[src/rtl/ipv4hv_pkg.sv]
`timescale 1ns / 1ps
// ----------------------------------------------------------------------------
// ipv4hv_pkg
// types and constants for the ipv4 header validator: frame offsets,
// verdict and drop reason codes
// ----------------------------------------------------------------------------
package ipv4hv_pkg;

    localparam int CountW = 17;

    typedef logic [CountW-1:0] t_count;
    typedef logic [3:0]        t_reason;
    typedef logic [1:0]        t_verdict;

    localparam t_count COUNT_MAX     = '1;
    localparam t_count POS_ETYPE_HI  = 17'd12;
    localparam t_count POS_ETYPE_LO  = 17'd13;
    localparam t_count POS_HDR_START = 17'd14;
    localparam t_count POS_TLEN_HI   = 17'd16;
    localparam t_count POS_TLEN_LO   = 17'd17;
    localparam t_count POS_FRAG_HI   = 17'd20;
    localparam t_count POS_FRAG_LO   = 17'd21;
    localparam t_count POS_PROTO     = 17'd23;
    localparam t_count POS_DEST_HI   = 17'd30;
    localparam t_count POS_HDR_END   = 17'd33;
    localparam t_count MIN_FRAME     = 17'd34;

    localparam logic [7:0]  IP_VER_HDRLEN = 8'h45;
    localparam logic [15:0] ETYPE_IPV4   = 16'h0800;
    localparam logic [15:0] MIN_TLEN     = 16'd20;
    localparam logic [15:0] SUM_GOOD     = 16'hFFFF;
    localparam logic [7:0]  PROTO_UDP    = 8'd17;
    localparam logic [7:0]  PROTO_ICMP   = 8'd1;

    localparam t_verdict VERDICT_DROP = 2'd0;
    localparam t_verdict VERDICT_UDP  = 2'd1;
    localparam t_verdict VERDICT_ICMP = 2'd2;

    localparam t_reason REASON_NONE     = 4'd0;
    localparam t_reason REASON_SHORT    = 4'd1;
    localparam t_reason REASON_ETYPE    = 4'd2;
    localparam t_reason REASON_VERSION  = 4'd3;
    localparam t_reason REASON_ADDRESS  = 4'd4;
    localparam t_reason REASON_FRAGMENT = 4'd5;
    localparam t_reason REASON_LENGTH   = 4'd6;
    localparam t_reason REASON_CHECKSUM = 4'd7;
    localparam t_reason REASON_PROTOCOL = 4'd8;

    // keep the highest priority (lowest nonzero) failure
    function automatic t_reason note_failure(t_reason cur, t_reason code);
        if (cur == REASON_NONE || code < cur) begin
            return code;
        end
        return cur;
    endfunction

endpackage

[src/rtl/ipv4_header_validator_top.sv]
`timescale 1ns / 1ps
// ----------------------------------------------------------------------------
// ipv4_header_validator_top
// checks the ipv4 header of an ethernet frame, one byte per word, and gives
// one verdict with a drop reason on the final byte of each frame
// ----------------------------------------------------------------------------
// output: o_valid is registered; the final byte goes through the input
//   register, then the result register, and waits while the result is held
// throughput: one byte per cycle unless a final byte stalls behind a held
//   result; set by the single compare/add step on the input register
// reset: synchronous active low, clears the address register, frame state
//   and both pipeline stages
module ipv4_header_validator_top
    import ipv4hv_pkg::*;
(
    input  logic        i_clk,
    input  logic        i_rst_n,
    input  logic        i_cfg_we,
    input  logic [31:0] i_cfg_wdata,
    input  logic        i_valid,
    output logic        o_stall,
    input  logic [7:0]  i_frame_byte,
    input  logic        i_frame_end,
    output logic        o_valid,
    input  logic        i_stall,
    output logic [1:0]  o_verdict,
    output logic [3:0]  o_drop_reason,
    output logic [15:0] o_ip_total_length
);

    logic [31:0] r_server_address;

    logic        r_s1_valid;
    logic [7:0]  r_s1_byte;
    logic        r_s1_end;

    t_count      r_count,  n_count;
    logic [15:0] r_sum,    n_sum;
    logic [7:0]  r_held,   n_held;
    t_reason     r_fail,   n_fail;
    logic [15:0] r_tlen,   n_tlen;
    logic [7:0]  r_proto,  n_proto;
    logic [7:0]  r_etype_hi, n_etype_hi;
    logic [7:0]  r_frag_hi,  n_frag_hi;
    logic [23:0] r_dest,   n_dest;

    logic        r_out_valid;
    t_verdict    r_verdict, n_verdict;
    t_reason     r_reason,  n_reason;
    logic [15:0] r_out_tlen;

    logic        s1_move;
    logic        in_accept;
    logic        out_take;
    logic        s1_fire;
    logic [16:0] word_sum;
    logic [15:0] folded_sum;
    logic [16:0] tlen_end;

    assign out_take  = r_out_valid && !i_stall;
    assign s1_move   = !r_s1_end || !r_out_valid || !i_stall;
    assign o_stall   = r_s1_valid && !s1_move;
    assign in_accept = i_valid && !o_stall;
    assign s1_fire   = r_s1_valid && s1_move;

    assign word_sum   = {1'b0, r_sum} + {1'b0, r_held, r_s1_byte};
    assign folded_sum = word_sum[15:0] + {15'd0, word_sum[16]};
    assign tlen_end   = {1'b0, n_tlen} + POS_HDR_START;

    // per-byte header state update
    always_comb begin
        n_count    = (r_count != COUNT_MAX) ? r_count + 17'd1 : r_count;
        n_sum      = r_sum;
        n_held     = r_held;
        n_fail     = r_fail;
        n_tlen     = r_tlen;
        n_proto    = r_proto;
        n_etype_hi = r_etype_hi;
        n_frag_hi  = r_frag_hi;
        n_dest     = r_dest;

        if (r_count == POS_ETYPE_HI) begin
            n_etype_hi = r_s1_byte;
        end
        if (r_count == POS_ETYPE_LO && {r_etype_hi, r_s1_byte} != ETYPE_IPV4) begin
            n_fail = note_failure(n_fail, REASON_ETYPE);
        end
        if (r_count == POS_HDR_START && r_s1_byte != IP_VER_HDRLEN) begin
            n_fail = note_failure(n_fail, REASON_VERSION);
        end
        if (r_count == POS_TLEN_HI) begin
            n_tlen = {r_s1_byte, 8'd0};
        end
        if (r_count == POS_TLEN_LO) begin
            n_tlen = {r_tlen[15:8], r_s1_byte};
            if ({r_tlen[15:8], r_s1_byte} < MIN_TLEN) begin
                n_fail = note_failure(n_fail, REASON_LENGTH);
            end
        end
        if (r_count == POS_FRAG_HI) begin
            n_frag_hi = r_s1_byte;
        end
        if (r_count == POS_FRAG_LO && (r_frag_hi[5:0] != 6'd0 || r_s1_byte != 8'd0)) begin
            n_fail = note_failure(n_fail, REASON_FRAGMENT);
        end
        if (r_count == POS_PROTO) begin
            n_proto = r_s1_byte;
            if (r_s1_byte != PROTO_UDP && r_s1_byte != PROTO_ICMP) begin
                n_fail = note_failure(n_fail, REASON_PROTOCOL);
            end
        end
        if (r_count >= POS_DEST_HI && r_count < POS_HDR_END) begin
            n_dest = {r_dest[15:0], r_s1_byte};
        end
        if (r_count >= POS_HDR_START && r_count <= POS_HDR_END) begin
            if (r_count[0] == 1'b0) begin
                n_held = r_s1_byte;
            end else begin
                n_sum = folded_sum;
            end
        end
        if (r_count == POS_HDR_END) begin
            if ({r_dest, r_s1_byte} != r_server_address) begin
                n_fail = note_failure(n_fail, REASON_ADDRESS);
            end
            if (folded_sum != SUM_GOOD) begin
                n_fail = note_failure(n_fail, REASON_CHECKSUM);
            end
        end
    end

    // verdict on the final byte
    always_comb begin
        if (n_count < MIN_FRAME) begin
            n_reason = REASON_SHORT;
        end else begin
            n_reason = n_fail;
            if (tlen_end > n_count && (n_fail == REASON_NONE || n_fail > REASON_LENGTH)) begin
                n_reason = REASON_LENGTH;
            end
        end
        if (n_reason != REASON_NONE) begin
            n_verdict = VERDICT_DROP;
        end else if (n_proto == PROTO_UDP) begin
            n_verdict = VERDICT_UDP;
        end else begin
            n_verdict = VERDICT_ICMP;
        end
    end

    always_ff @(posedge i_clk) begin
        if (!i_rst_n) begin
            r_server_address <= '0;
        end else if (i_cfg_we) begin
            r_server_address <= i_cfg_wdata;
        end
    end

    // input register
    always_ff @(posedge i_clk) begin
        if (!i_rst_n) begin
            r_s1_valid <= 1'b0;
            r_s1_end   <= 1'b0;
        end else if (in_accept) begin
            r_s1_valid <= 1'b1;
            r_s1_end   <= i_frame_end;
        end else if (s1_move) begin
            r_s1_valid <= 1'b0;
        end
    end

    always_ff @(posedge i_clk) begin
        if (in_accept) begin
            r_s1_byte <= i_frame_byte;
        end
    end

    // frame state
    always_ff @(posedge i_clk) begin
        if (!i_rst_n || (s1_fire && r_s1_end)) begin
            r_count    <= '0;
            r_sum      <= '0;
            r_held     <= '0;
            r_fail     <= REASON_NONE;
            r_tlen     <= '0;
            r_proto    <= '0;
            r_etype_hi <= '0;
            r_frag_hi  <= '0;
            r_dest     <= '0;
        end else if (s1_fire) begin
            r_count    <= n_count;
            r_sum      <= n_sum;
            r_held     <= n_held;
            r_fail     <= n_fail;
            r_tlen     <= n_tlen;
            r_proto    <= n_proto;
            r_etype_hi <= n_etype_hi;
            r_frag_hi  <= n_frag_hi;
            r_dest     <= n_dest;
        end
    end

    // result register
    always_ff @(posedge i_clk) begin
        if (!i_rst_n) begin
            r_out_valid <= 1'b0;
        end else if (s1_fire && r_s1_end) begin
            r_out_valid <= 1'b1;
        end else if (out_take) begin
            r_out_valid <= 1'b0;
        end
    end

    always_ff @(posedge i_clk) begin
        if (s1_fire && r_s1_end) begin
            r_verdict  <= n_verdict;
            r_reason   <= n_reason;
            r_out_tlen <= n_tlen;
        end
    end

    assign o_valid           = r_out_valid;
    assign o_verdict         = r_verdict;
    assign o_drop_reason     = r_reason;
    assign o_ip_total_length = r_out_tlen;

    a_pass_no_reason : assert property (@(posedge i_clk) disable iff (!i_rst_n)
        (r_out_valid && r_verdict != VERDICT_DROP) |-> (r_reason == REASON_NONE))
        else $error("pass verdict with a drop reason");

    a_drop_has_reason : assert property (@(posedge i_clk) disable iff (!i_rst_n)
        (r_out_valid && r_verdict == VERDICT_DROP) |-> (r_reason != REASON_NONE))
        else $error("drop verdict without a reason");

    a_stall_only_full : assert property (@(posedge i_clk) disable iff (!i_rst_n)
        o_stall |-> (r_s1_valid && r_s1_end && r_out_valid))
        else $error("input stalled with room in the pipeline");

    a_frame_cleared : assert property (@(posedge i_clk) disable iff (!i_rst_n)
        (s1_fire && r_s1_end) |=> (r_count == '0 && r_fail == REASON_NONE))
        else $error("frame state not cleared after final byte");

endmodule

[config.mk]
export PLATFORM = sky130hd
export DESIGN_NAME = ipv4_header_validator_top
export DESIGN_NICKNAME = d
export VERILOG_FILES = /design/src/rtl/ipv4hv_pkg.sv /design/src/rtl/ipv4_header_validator_top.sv
export SDC_FILE = /design/constraint.sdc
export NUM_CORES = 1
export LEC_CHECK = 0
export BUFFER_PORTS_ARGS = -buffer_cell sky130_fd_sc_hd__buf_2
export CAP_MARGIN = 20
export CORE_ASPECT_RATIO = 1.25
export CORE_MARGIN = 10
export CORE_UTILIZATION = 42
export CTS_CLUSTER_SIZE = 12
export DETAILED_ROUTE_END_ITERATION = 7
export GPL_TIMING_DRIVEN = 1
export HOLD_SLACK_MARGIN = 0.15
export PLACE_DENSITY = 0.67
export SKIP_CTS_REPAIR_TIMING = 1
export SLEW_MARGIN = 20
export SYNTH_ARGS = -nofsm -noshare
export SYNTH_HDL_FRONTEND = slang
export SYNTH_SLANG_ARGS = --single-unit
[constraint.sdc]
create_clock -name i_clk -period 9.45 [get_ports i_clk]
set_input_delay 2.835 -clock i_clk [delete_from_list [all_inputs] [get_ports i_clk]]
set_output_delay 2.835 -clock i_clk [all_outputs]
set_load 0.02 [all_outputs]
Yosys cells after proc, flatten, opt, wreduce, memory -nomap -nowiden
Cells that the tools add are included.
Word-level totals
  register bits: 172
  bits in latches: 0
  RAM bits: 0
  ROM bits: 0
  input port bits: 46
  output and inout port bits: 24
  word-level logic and storage cells: 156
  memories kept: 0
Operators by class
  $add $sub $neg: 4
  multipliers: 0
  div/mod/pow operators: 0
  order comparisons: 15
  equality and inequality tests: 17
  shift operators: 0
  multiplexer cells: 54
  bitwise gates (word level): 1
  reduce and logical (&&, ||, !) cells: 48
Operators by type and width (count)
  $mux 4: 27
  $eq 17x5->1 const B: 5
  $eq 17x4->1 const B: 3
  $lt 17x6->1 const B: 2
  $logic_not 4->1: 8
  $mux 16: 2
  $ne 32x32->1: 1
  $mux 1: 22
  $add 16x16->17: 1
  $add 16x4->17 const B: 1
  $add 17x1->17 const B: 1
  $eq 17x6->1 const B: 1
  $ge 17x4->1 const B: 1
  $ge 17x5->1 const B: 1
  $gt 17x17->1: 1
  $le 17x6->1 const B: 1
  $mux 17: 1
  $ne 17x17->1 const B: 1
  $add 16x1->16: 1
  $lt 16x5->1 const B: 1
  $lt 3x4->1 const A: 4
  $ne 16x12->1 const B: 1
  $ne 16x16->1 const B: 1
  $logic_and 1x1->1: 12
  18 further kinds: 39

Logic depth before layout (Yosys ltp)
  depth after elaboration: 56
  depth in mapped cells: 22
  depth with buffers taken out: 21

Worst setup path after synthesis
OpenSTA, ideal clock, no wires.
  path kind: input to output
  start: input port i_stall
  end: output port o_stall
  arrival time: 3.322 ns
  slack: 3.293 ns
  cell stages on the path: 2
  cell sequence: nand3_1 -> nor2_1
On the way
  longest elaborated chain between the ends: 4
Ends and longest elaborated chain
  start: declaration: RTL line ipv4_header_validator_top.sv:25  | input logic i_stall,
  $logic_not 1->1: RTL line ipv4_header_validator_top.sv:61  | assign s1_move = !r_s1_end || !r_out_valid || !i_stall;
  $logic_or 1x1->1: RTL line ipv4_header_validator_top.sv:61
  $logic_not 1->1: RTL line ipv4_header_validator_top.sv:62  | assign o_stall = r_s1_valid && !s1_move;
  $logic_and 1x1->1: RTL line ipv4_header_validator_top.sv:62
  end: declaration: RTL line ipv4_header_validator_top.sv:21  | output logic o_stall,
No other way between the ends.

Final worst setup path
Same ends and word-level chain as after synthesis.

==> out/results.ini <==
[run_status]
status=finished, final reports clean

[route]
drtIter0Drc=483
vias=8220
vias_per_cell=5.57
ant_nets=0
drt_pass1_iterations=5
post_drt_wl_per_cell_um=16.9
drc=0
wl_mm=24.9

[sta]
setup_viol=0
max_freq_mhz=159
hold_violations=0
finalCritPeriodShare_pct=66.4
slew_headroom_pct=25.1
tightestPinTransition_ps=1120
slew_violations=0
rsz0062_at_grt=no
finalCriticalPeriod_ps=6280
finClkSkew_ps=15.6
setup_tns_ps=0

[synthesis]
synth_nets=1227
synth.distinct_cells=78
ys_ff_latch=172
synth_ff_type=dfxtp_1
yosysSeqAreaShare_pct=37.3
synth_edf_count=30
syn_area_per_cell_um2=8.81
synth-async-reset-ratio_pct=0
syn_inst=1140
ys_warn_count=0
synth_area_um2=10000

[die]
die-area_um2=30500
io_pins=70
die_h_um=193
fp.coreArea_um2=23600
die_w_um=158
start_util_pct=42.5
rows=63

[grt]
grt_max_degree=66
antenna_found_initial=0
grt_pass1_vias=7810
grt_overflow=0
grt_pass1_wl_mm=39.8
grt_usage_pct=16.2

[worst_setup_path]
reg2reg_depth=20
end_kind=output port
cp-start-kind=input pin
worstPathArrival_ps=3440
startpoint=i_stall
cp_max_fo=4
rrSetupSlack_ps=4060
worstPathRequired_ps=6620
critical_path_class=in2out
r2r_start=r_count[0]

[cts]
cts_tree=yes
cts.sinks=172
cts_made_buffers=17
cts-root-buf=clkbuf_16
worstSkewPairLatency_ps=440
cts_buffer_depth=2
h-tree-depth=4
path_clk_slew_ps=70

[worst_hold_path]
hp-class=reg2reg
min-delay-start=r_proto[4]
holdPathStages=2

[finish]
drive_above_1_share_pct=12.0
num-fill-cells=2279
diodes=0
nNetsFinal=1259
syn2layout_area_growth_pct=11.1
final_cells=1477

[placed_design]
gp_congestion=0.906
post-dp-hpwl_mm=17.7
port-buffer-count=69
place_inst=1445

[power]
irDropWorstVdd_uv=116
p_leak_uw=0.00474
power_density_nw_per_um2=149

[flow_run]
drv_cap=0

[area by class of cell]
cell class,instances,area [µm²],share of cell area [%]
multi-input combinational,869,5900,52.9
sequential,172,3740,33.6
clock inverter,15,174,1.56
clock buffer,17,425,3.81
timing repair buffer,79,420,3.77
tap,292,365,3.28
inverter,33,124,1.11
[critical path: stages]
cell and delay (ps):
buf_2 90, nand3_1 100, nor2_1 210, buf_2 210
[where the power goes]
part | switching, µW | total (µW) | internal, µW | leakage [µW]
registers | 15.7 | 780 | 764 | 0.00143
clock network | 346 | 705 | 359 | 0.000291
logic | 107 | 174 | 66.5 | 0.00302
total | 469 | 1660 | 1190 | 0.00474
[metal layers]
metal / share of wire, % / global-route usage (%) / wire (µm) / vias up
met5: 0 / 0 / 0 / -
met2: 49 / 27.7 / 12200 / 182
met3: 4.6 / 3.14 / 1140 / 26
met1: 45 / 20.1 / 11200 / 3913
li1: - / - / - / 4099
met4: 1.6 / 5.28 / 404 / 0
[final timing paths]
check	to
worst max-delay path	o_stall
worst min-delay path	r_proto[4]
worst max register to register	o_verdict[1]
worst min register to register	r_proto[4]
[metrics by stage]
stage	total power, µW	utilization [%]	worst slack, ps	cell area [µm²]	hold slack (ps)
3_5_place_dp	969	44.6	3180	10600	446
6_report	1660	47.2	3170	11200	453
2_1_floorplan	914	-	3290	10000	427
5_1_grt	1720	47.2	3080	11200	475
3_3_place_gp	967	44.6	3180	10600	435
4_1_cts	1670	47.2	3170	11200	455
[sequential cells by signal, indices dropped and copies added, names as in the netlist]
name and flops:
o_drop_reason 4, o_ip_total_length 16, o_valid 1, o_verdict 2, r_count 17, r_dest 24
r_etype_hi 8, r_fail 4, r_frag_hi 6, r_held 8, r_proto 8, r_s1_byte 8
r_s1_end 1, r_s1_valid 1, r_server_address 32, r_sum 16, r_tlen 16
[cell families (layout without fill, tap and decap cells)]
logic type,count (synthesis),in the layout,synth area share [%]
xor gates and xnor gates,103,103,9.06
and+or+nand+nor,449,449,22.9
DFF,172,172,37.3
buffers and inverters,99,144,4.00
AOI/OAI and AO/OA,191,191,13.1
adders and majority gates,41,41,5.18
muxes,85,85,8.47
[placed cells by master, fill, tap and decap left out, types with 5 or more instances in the layout]
cell / n
nor2_1: 149
dfxtp_1: 142
nand2_1: 97
mux2i_1: 85
buf_2: 69
a21oi_1: 63
xor2_1: 60
xnor2_1: 42
ha_1: 40
nor2b_1: 39
nand3_1: 33
inv_1: 32
edfxtp_1: 30
a211oi_1: 24
nor3_1: 21
o21ai_0: 21
nand4_1: 19
clkbuf_16: 17
a21o_1: 16
nor4_1: 16
and3_1: 12
buf_4: 10
and2_1: 9
and4_1: 8
o21a_1: 6
nor4_2: 5
a22oi_1: 5
a31oi_1: 5
nand2b_1: 5
[cell usage after synthesis, drive strengths merged, types with 6 or more instances]
master  instances  area (µm²)
nor2          149         559
dfxtp         142        2840
nand2          98         368
mux2i          85         851
a21oi          64         324
xor2           60         526
clkbuf         46         173
xnor2          43         384
ha             40         500
nor2b          39         244
nand3          33         165
inv            32         120
edfxtp         30         901
a211oi         25         193
nor4           24         226
o21ai          24         120
nor3           22         115
buf            20         105
nand4          19         119
a21o           16         120
and3           12        75.1
and2            9        56.3
and4            9        80.1
or4             7        63.8
o21a            6        45.0
No activity file was read; power rests on OpenSTA's default activity.
